### config.mk
export PLATFORM = sky130hd
export DESIGN_NAME = wdt_ctrl
export DESIGN_NICKNAME = d
export VERILOG_FILES = /design/src/rtl/wdt_pkg.sv /design/src/rtl/wdt_ctrl.sv
export SDC_FILE = /design/constraint.sdc
export NUM_CORES = 1
export LEC_CHECK = 0
export ABC_AREA = 0
export BUFFER_PORTS_ARGS = -buffer_cell sky130_fd_sc_hd__buf_2
export CAP_MARGIN = 20
export CORE_MARGIN = 2
export CORE_UTILIZATION = 59
export CTS_CLUSTER_DIAMETER = 150
export CTS_CLUSTER_SIZE = 30
export DETAILED_ROUTE_END_ITERATION = 10
export PLACE_DENSITY = 0.95
export SLEW_MARGIN = 10
export SYNTH_ARGS = -nofsm -noshare
export SYNTH_HDL_FRONTEND = slang
export SYNTH_SLANG_ARGS = --single-unit
### constraint.sdc
create_clock -name clock -period 4.45 [get_ports clock]
set_input_delay 0.89 -clock clock [delete_from_list [all_inputs] [get_ports clock]]
set_output_delay 0.89 -clock clock [all_outputs]
set_load 0.05 [all_outputs]
### src/rtl/wdt_pkg.sv
// ----------------------------------------------------------------------------
// Word dictionary trainer package
// Shared types, widths, operation and status codes, controller commands and
// the datapath status bundle.
// ----------------------------------------------------------------------------
package wdt_pkg;

   localparam int MAX_ENTRIES    = 512;
   localparam int MAX_WORD_BYTES = 255;
   localparam int ENT_W          = $clog2(MAX_ENTRIES);
   localparam int ENT_CW         = $clog2(MAX_ENTRIES + 1);
   localparam int RUN_W          = $clog2(MAX_WORD_BYTES);
   localparam int RUN_CW         = $clog2(MAX_WORD_BYTES + 1) + 1;
   localparam int WS_DEPTH       = MAX_ENTRIES * MAX_WORD_BYTES;
   localparam int WS_AW          = $clog2(WS_DEPTH);
   localparam int REF_THRESHOLD  = 256;
   localparam int OVERHEAD_BITS  = 8;
   localparam int GAIN_W         = 45;
   localparam int BW_W           = 13;
   localparam int KEPT_W         = 38;

   localparam logic [GAIN_W-1:0] GAIN_MAX = {1'b0, {(GAIN_W-1){1'b1}}};

   localparam logic [1:0] OP_TEXT   = 2'd0;
   localparam logic [1:0] OP_FINISH = 2'd1;
   localparam logic [1:0] OP_READ   = 2'd2;

   localparam logic [1:0] ST_OK         = 2'd0;
   localparam logic [1:0] ST_TABLE_FULL = 2'd1;
   localparam logic [1:0] ST_COUNT_OVF  = 2'd2;
   localparam logic [1:0] ST_BAD_INDEX  = 2'd3;

   localparam logic [0:0] CSR_BITS_PER_CHAR = 1'd0;
   localparam logic [0:0] CSR_MIN_WORD_LEN  = 1'd1;

   localparam logic [4:0] CMD_NONE       = 5'd0;
   localparam logic [4:0] CMD_CLEAR      = 5'd1;
   localparam logic [4:0] CMD_APPEND     = 5'd2;
   localparam logic [4:0] CMD_ENT_CLR    = 5'd3;
   localparam logic [4:0] CMD_RD_LEN     = 5'd4;
   localparam logic [4:0] CMD_ENT_INC    = 5'd5;
   localparam logic [4:0] CMD_K_CLR      = 5'd6;
   localparam logic [4:0] CMD_RD_BYTE    = 5'd7;
   localparam logic [4:0] CMD_K_INC      = 5'd8;
   localparam logic [4:0] CMD_SLOT_FOUND = 5'd9;
   localparam logic [4:0] CMD_SET_FULL   = 5'd10;
   localparam logic [4:0] CMD_SLOT_NEW   = 5'd11;
   localparam logic [4:0] CMD_RD_RUN     = 5'd12;
   localparam logic [4:0] CMD_WR_WORD    = 5'd13;
   localparam logic [4:0] CMD_NEW_ENTRY  = 5'd14;
   localparam logic [4:0] CMD_RD_CNT     = 5'd15;
   localparam logic [4:0] CMD_CNT_UPD    = 5'd16;
   localparam logic [4:0] CMD_RUN_CLR    = 5'd17;
   localparam logic [4:0] CMD_FIN_INIT   = 5'd18;
   localparam logic [4:0] CMD_SET_DONE   = 5'd19;
   localparam logic [4:0] CMD_ENT_LOAD   = 5'd20;
   localparam logic [4:0] CMD_RD_ENT     = 5'd21;
   localparam logic [4:0] CMD_GAIN1      = 5'd22;
   localparam logic [4:0] CMD_GAIN2      = 5'd23;
   localparam logic [4:0] CMD_GAIN3      = 5'd24;
   localparam logic [4:0] CMD_REF_WR     = 5'd25;
   localparam logic [4:0] CMD_LOAD_RSP   = 5'd26;

   typedef struct packed {
      logic [1:0] operation;
      logic [7:0] text_byte;
      logic [8:0] entry_index;
      logic [7:0] char_index;
   } req_type;

   typedef struct packed {
      logic [1:0]        status;
      logic [9:0]        entry_total;
      logic [1:0]        ref_width_bytes;
      logic [7:0]        word_length;
      logic [31:0]       occurrence_count;
      logic [GAIN_W-1:0] gain_bits;
      logic              has_ref;
      logic [8:0]        ref_number;
      logic [7:0]        char_value;
   } rsp_type;

   typedef struct packed {
      logic [4:0] code;
   } cmd_type;

   typedef struct packed {
      logic [1:0] op;
      logic       byte_is_word;
      logic       run_open;
      logic       ent_end;
      logic       len_match;
      logic       k_end;
      logic       byte_match;
      logic       table_full;
      logic       idx_oob;
      logic       rsp_busy;
   } dp_status_type;

   function automatic logic is_word_byte(input logic [7:0] c);
      is_word_byte = (c >= 8'h61 && c <= 8'h7A) || (c >= 8'h41 && c <= 8'h5A) ||
                     (c >= 8'h30 && c <= 8'h39) || (c == 8'h5F);
   endfunction

endpackage

### src/rtl/wdt_ctrl.sv
// ----------------------------------------------------------------------------
// Word dictionary trainer controller
// Sequences lookups, inserts, the finish walk and entry reads.
// ----------------------------------------------------------------------------
module wdt_ctrl import wdt_pkg::*; (
   input  logic          clock,
   input  logic          reset,
   input  logic          req_valid,
   output logic          req_ready,
   input  dp_status_type st,
   output cmd_type       cmd
);

   localparam logic [4:0] S_IDLE       = 5'd0;
   localparam logic [4:0] S_DISPATCH   = 5'd1;
   localparam logic [4:0] S_TEXT       = 5'd2;
   localparam logic [4:0] S_TEXT2      = 5'd3;
   localparam logic [4:0] S_CR_START   = 5'd4;
   localparam logic [4:0] S_CR_LEN     = 5'd5;
   localparam logic [4:0] S_CR_LENCHK  = 5'd6;
   localparam logic [4:0] S_CR_BYTE    = 5'd7;
   localparam logic [4:0] S_CR_BYTECHK = 5'd8;
   localparam logic [4:0] S_INS        = 5'd9;
   localparam logic [4:0] S_INS_RD     = 5'd10;
   localparam logic [4:0] S_INS_WR     = 5'd11;
   localparam logic [4:0] S_INS_NEW    = 5'd12;
   localparam logic [4:0] S_CNT_RD     = 5'd13;
   localparam logic [4:0] S_CNT_UPD    = 5'd14;
   localparam logic [4:0] S_CR_END     = 5'd15;
   localparam logic [4:0] S_FIN_INIT   = 5'd16;
   localparam logic [4:0] S_FIN_LOOP   = 5'd17;
   localparam logic [4:0] S_RD_START   = 5'd18;
   localparam logic [4:0] S_RD_ENT     = 5'd19;
   localparam logic [4:0] S_G1         = 5'd20;
   localparam logic [4:0] S_G2         = 5'd21;
   localparam logic [4:0] S_G3         = 5'd22;
   localparam logic [4:0] S_FIN_WR     = 5'd23;
   localparam logic [4:0] S_RESP       = 5'd24;

   logic [4:0] state_ff, state_in;

   assign req_ready = (state_ff == S_IDLE);

   always_comb begin
      state_in = state_ff;
      cmd.code = CMD_NONE;
      case (state_ff)
         S_IDLE: begin
            if (req_valid) state_in = S_DISPATCH;
         end
         S_DISPATCH: begin
            case (st.op)
               OP_TEXT:   state_in = S_TEXT;
               OP_FINISH: state_in = S_CR_START;
               OP_READ:   state_in = S_RD_START;
               default:   state_in = S_IDLE;
            endcase
         end
         S_TEXT: begin
            cmd.code = CMD_CLEAR;
            state_in = S_TEXT2;
         end
         S_TEXT2: begin
            if (st.byte_is_word) begin
               cmd.code = CMD_APPEND;
               state_in = S_IDLE;
            end else begin
               state_in = S_CR_START;
            end
         end
         S_CR_START: begin
            if (st.run_open) begin
               cmd.code = CMD_ENT_CLR;
               state_in = S_CR_LEN;
            end else begin
               state_in = S_CR_END;
            end
         end
         S_CR_LEN: begin
            if (st.ent_end) begin
               state_in = S_INS;
            end else begin
               cmd.code = CMD_RD_LEN;
               state_in = S_CR_LENCHK;
            end
         end
         S_CR_LENCHK: begin
            if (st.len_match) begin
               cmd.code = CMD_K_CLR;
               state_in = S_CR_BYTE;
            end else begin
               cmd.code = CMD_ENT_INC;
               state_in = S_CR_LEN;
            end
         end
         S_CR_BYTE: begin
            if (st.k_end) begin
               cmd.code = CMD_SLOT_FOUND;
               state_in = S_CNT_RD;
            end else begin
               cmd.code = CMD_RD_BYTE;
               state_in = S_CR_BYTECHK;
            end
         end
         S_CR_BYTECHK: begin
            if (st.byte_match) begin
               cmd.code = CMD_K_INC;
               state_in = S_CR_BYTE;
            end else begin
               cmd.code = CMD_ENT_INC;
               state_in = S_CR_LEN;
            end
         end
         S_INS: begin
            if (st.table_full) begin
               cmd.code = CMD_SET_FULL;
               state_in = S_CR_END;
            end else begin
               cmd.code = CMD_SLOT_NEW;
               state_in = S_INS_RD;
            end
         end
         S_INS_RD: begin
            if (st.k_end) begin
               state_in = S_INS_NEW;
            end else begin
               cmd.code = CMD_RD_RUN;
               state_in = S_INS_WR;
            end
         end
         S_INS_WR: begin
            cmd.code = CMD_WR_WORD;
            state_in = S_INS_RD;
         end
         S_INS_NEW: begin
            cmd.code = CMD_NEW_ENTRY;
            state_in = S_CR_END;
         end
         S_CNT_RD: begin
            cmd.code = CMD_RD_CNT;
            state_in = S_CNT_UPD;
         end
         S_CNT_UPD: begin
            cmd.code = CMD_CNT_UPD;
            state_in = S_CR_END;
         end
         S_CR_END: begin
            cmd.code = CMD_RUN_CLR;
            state_in = (st.op == OP_FINISH) ? S_FIN_INIT : S_IDLE;
         end
         S_FIN_INIT: begin
            cmd.code = CMD_FIN_INIT;
            state_in = S_FIN_LOOP;
         end
         S_FIN_LOOP: begin
            if (st.ent_end) begin
               cmd.code = CMD_SET_DONE;
               state_in = S_RESP;
            end else begin
               cmd.code = CMD_RD_ENT;
               state_in = S_G1;
            end
         end
         S_RD_START: begin
            if (st.idx_oob) begin
               state_in = S_RESP;
            end else begin
               cmd.code = CMD_ENT_LOAD;
               state_in = S_RD_ENT;
            end
         end
         S_RD_ENT: begin
            cmd.code = CMD_RD_ENT;
            state_in = S_G1;
         end
         S_G1: begin
            cmd.code = CMD_GAIN1;
            state_in = S_G2;
         end
         S_G2: begin
            cmd.code = CMD_GAIN2;
            state_in = S_G3;
         end
         S_G3: begin
            cmd.code = CMD_GAIN3;
            state_in = (st.op == OP_FINISH) ? S_FIN_WR : S_RESP;
         end
         S_FIN_WR: begin
            cmd.code = CMD_REF_WR;
            state_in = S_FIN_LOOP;
         end
         S_RESP: begin
            if (!st.rsp_busy) begin
               cmd.code = CMD_LOAD_RSP;
               state_in = S_IDLE;
            end
         end
         default: begin
            state_in = S_IDLE;
         end
      endcase
   end

   always_ff @(posedge clock) begin
      if (reset) begin
         state_ff <= S_IDLE;
      end else begin
         state_ff <= state_in;
      end
   end

endmodule

# Yosys cells after proc, flatten, opt, wreduce, memory -nomap -nowiden
# Index checks and enable logic that the tools add are counted.
# classes
n_eq_ne	28
n_shift	0
n_mux	28
bitwise_logic	0
n_reduce_logical	5
addsub	0
div_mod_pow	0
multipliers	0
n_lt_le_gt_ge	0
# op_table
cell	n
$pmux 5 s23	2
$eq 5x5->1 const B	9
$eq 5x4->1 const B	8
$mux 4	8
$mux 5	5
$eq 5x3->1 const B	4
$mux 3	6
$pmux 5 s3	1
$eq 5x2->1 const B	2
$mux 2	5
$eq 5x1->1 const B	1
$logic_not 5->1	1
$ne 2x2->1 const B	2
$reduce_or 2->1	2
$eq 2x1->1 const B	1
$eq 2x2->1 const B	1
$logic_not 2->1	1
$reduce_and 2->1	1
$mux 1	1
# word_totals
rom_bits	0
latch_bits	0
in_bits	14
out_inout_bits	6
ff_bits	5
mem_count	0
ramBits	0
word_cells	62

# Longest topological paths before layout
# depth
depth_word	3
mapped_depth	6
mapped_depth_nobuf	4

# Worst setup path before layout
# OpenSTA, ideal clock, no wires.
# synth_timing
path_kind	register to output
start	register state_ff[0]
end	output req_ready
slack_ns	1.241
path_buffers	3
required_time_ns	3.560
path_stages_with_launch	5
arrival_ns	2.319
cell_sequence	dfxtp_1 -> buf_2 -> buf_2 -> buf_2 -> nor4_1
# synth_between
elab_chain_len	1
# synth_rtl
element	line_no	rtl
start, declared	wdt_ctrl.sv:40	logic [4:0] state_ff, state_in;
start signal, assigned	wdt_ctrl.sv:208	state_ff <= state_in;
$logic_not 5->1	wdt_ctrl.sv:42	assign req_ready = (state_ff == S_IDLE);
end, declared	wdt_ctrl.sv:9	output logic req_ready,
# Every way passes these cells.

==> results by group <==
Timing
  • Fmax: 319 MHz
  • Fin crit period: 3140 ps
  • Worst slew pin tran: 939 ps
  • RSZ-0062 raised after global routing: no
  • Clock skew: 3.36 ps
  • Final setup violation count: 0
  • Slew Limit Fails: 0
  • Setup TNS: 0 ps
  • Setup WS post-layout: 1310 ps
  • Tcrit/Tclk final: 70.6%
  • Max-Slew Margin vs Limit: 37.3%
  • Hold Violations, Final: 0

Synth
  • Mean Syn Cell Area: 6.72 um2
  • Area leader, netlist: dfxtp_1
  • Syn Nets: 161
  • Mapped Area: 987 um2
  • Synth Warn #: 0
  • Asr flop ratio synth: 0%
  • Area share of the largest cell type after synthesis: 10.1%
  • Largest cells by area after synthesis: dfxtp_1, nor2b_1, a21oi_1
  • Gate Count Post-Synth: 147
  • Synth unique cells: 50
  • Most common cell in the netlist: nor2b_1
  • Post-synthesis sequential area ratio: 10.1%
  • Synth Flop Type: dfxtp_1
  • Synth top cells by count: nor2b_1, a21oi_1, buf_2, nor2_1
  • Count of flip-flops with a built-in enable after synthesis: 0
  • Seq cells post-synth: 5

Global route
  • First-pass GRT wire length: 4480 um
  • Total gr overflow: 0
  • Initial antenna violation count: 0
  • Largest net degree at the start of global routing: 32
  • Total track usage: 29.5%
  • Vias in the first global route: 1006

Pwr
  • Max VDD drop: 0.000318 V
  • PwrDens: 588 nW/um2
  • LEAKAGE: 0.408 nW

Layout
  • Most flops, register: state_ff
  • Ant diodes: 0
  • Max FFs per register: 5
  • Fin nets: 171
  • Area added between synthesis and finish: 8.24%
  • Share of cells above drive strength 1: 15.4%
  • Top flop regs: state_ff: 5 flops
  • Fin util: 69.3%

Worst hold path
  • Hold WC Path Type: register to register

CTS
  • CTS Buffer Depth: 2
  • Post-CTS Setup Inserts: 0
  • Max H-tree Level: 1
  • TritonCTS clock tree: built
  • Clock latency on the worst-skew pair: 240 ps
  • Number of CTS-inserted buffers: 3
  • Clock sink count: 5
  • Hold Buf Count CTS: 0
  • Clk root buf: clkbuf_4
  • PostCTS Resize Cnt: 0
  • Clock slew seen by the registers of the worst setup and hold paths: 50 ps

Drt
  • Wirelength per Cell: 17.2 um
  • Iteration-0 DRC Markers: 78
  • Antenna Violating Nets Remaining: 0
  • Vias per Instance: 7.34
  • Final wirelength: 2950 um
  • Drt drc: 0
  • Router iterations before antenna repair: 5
  • Via count: 1262

Critical path
  • CP endpoint kind: output port
  • Critical path arrival: 2250 ps
  • CP startpoint kind: register
  • Crit Path Category: register to output port
  • Data required, critical path: 3560 ps
  • CP max FO: 31

Job
  • Max Cap Viol: 0

Die
  • Row cnt: 14
  • Die area: 2020 um2
  • Starting Density: 64.0%
  • Die Y-Extent: 44.9 um
  • Core area: 1540 um2
  • Die X: 44.9 um
  • IO Pins: 20

Placed design
  • RD Place Congestion: 0.961
  • PortBufs: 19
  • DP HPWL: 2030 um
  • Post-Place Setup Slack: 1590 ps

Status
  • Outcome: finished, final reports clean
cells in the final DEF, fill, tap and decap left out, types with 3 or more instances in the layout:
cell,instances
nor2_1,9
nor3_1,3
nand2_1,6
a21oi_1,9
dfxtp_1,5
o21ai_1,3
nand3_1,4
nand3b_1,3
o21ai_0,7
a21o_1,3
o22ai_1,4
inv_1,3
clkbuf_4,3
nor4b_1,4
buf_2,19
nand2b_1,7
a31oi_1,4
and3b_1,4
nor2b_1,12
o211ai_1,3
per-layer routing:
metal | vias to the layer above | wire (um) | global-route usage (%)
met5 | - | 0 | 0
met4 | 0 | 56 | 8.24
met3 | 12 | 353 | 2.00
met2 | 109 | 1380 | 49.3
met1 | 561 | 1160 | 40.9
li1 | 580 | - | -
layout make-up:
| class | count | area [um2] |
|---|---|---|
| inverter | 4 | 15.0 |
| clock buffer | 4 | 26.3 |
| tap | 16 | 20.0 |
| timing repair buffer | 20 | 103 |
| sequential | 5 | 100 |
| multi-input combinational | 123 | 805 |
| fill | 132 | 473 |
kinds of logic (layout without fill, tap and decap cells):
kind of cell    Yosys count  in the layout  synth area share, %
simple gates             65             65                 40.3
buf+inv                  19             28                 8.36
compound gates           55             55                 38.2
flops                     5              5                 10.1
xor+xnor                  1              1                0.887
mux                       2              2                 2.15
report_power, final:
part,total (mW),internal [mW],switching [mW]
sequential,0.154,0.0592,0.0944
clock,0.0547,0.0340,0.0207
combinational,0.420,0.156,0.264
worst paths after layout:
kind	end	depth (start not counted)	from	slack, ps
worst max-delay path	cmd[2]	5	state_ff[0]	1310
worst min-delay path	state_ff[4]	3	state_ff[3]	860
worst max register to register	state_ff[1]	4	state_ff[2]	2060
worst min register to register	state_ff[4]	3	state_ff[3]	860
critical path: stages, from the launching register on:
cell and delay (ps):
dfxtp_1 930, nor2b_1 290, nand3_1 100, o211a_1 160, o2111ai_1 210, buf_2 310
metrics by stage:
step / hold WS [ps] / instances / power (mW) / cell area, um2
after floorplan: 619 / 147 / 0.474 / 987
after global placement: 806 / 168 / 0.544 / 1040
after detailed placement: 823 / 168 / 0.555 / 1040
after CTS: 844 / 172 / 0.614 / 1070
after global routing: 873 / 172 / 0.661 / 1070
final: 855 / 172 / 0.628 / 1070
Note: power is estimated with default switching activity, not from simulation.
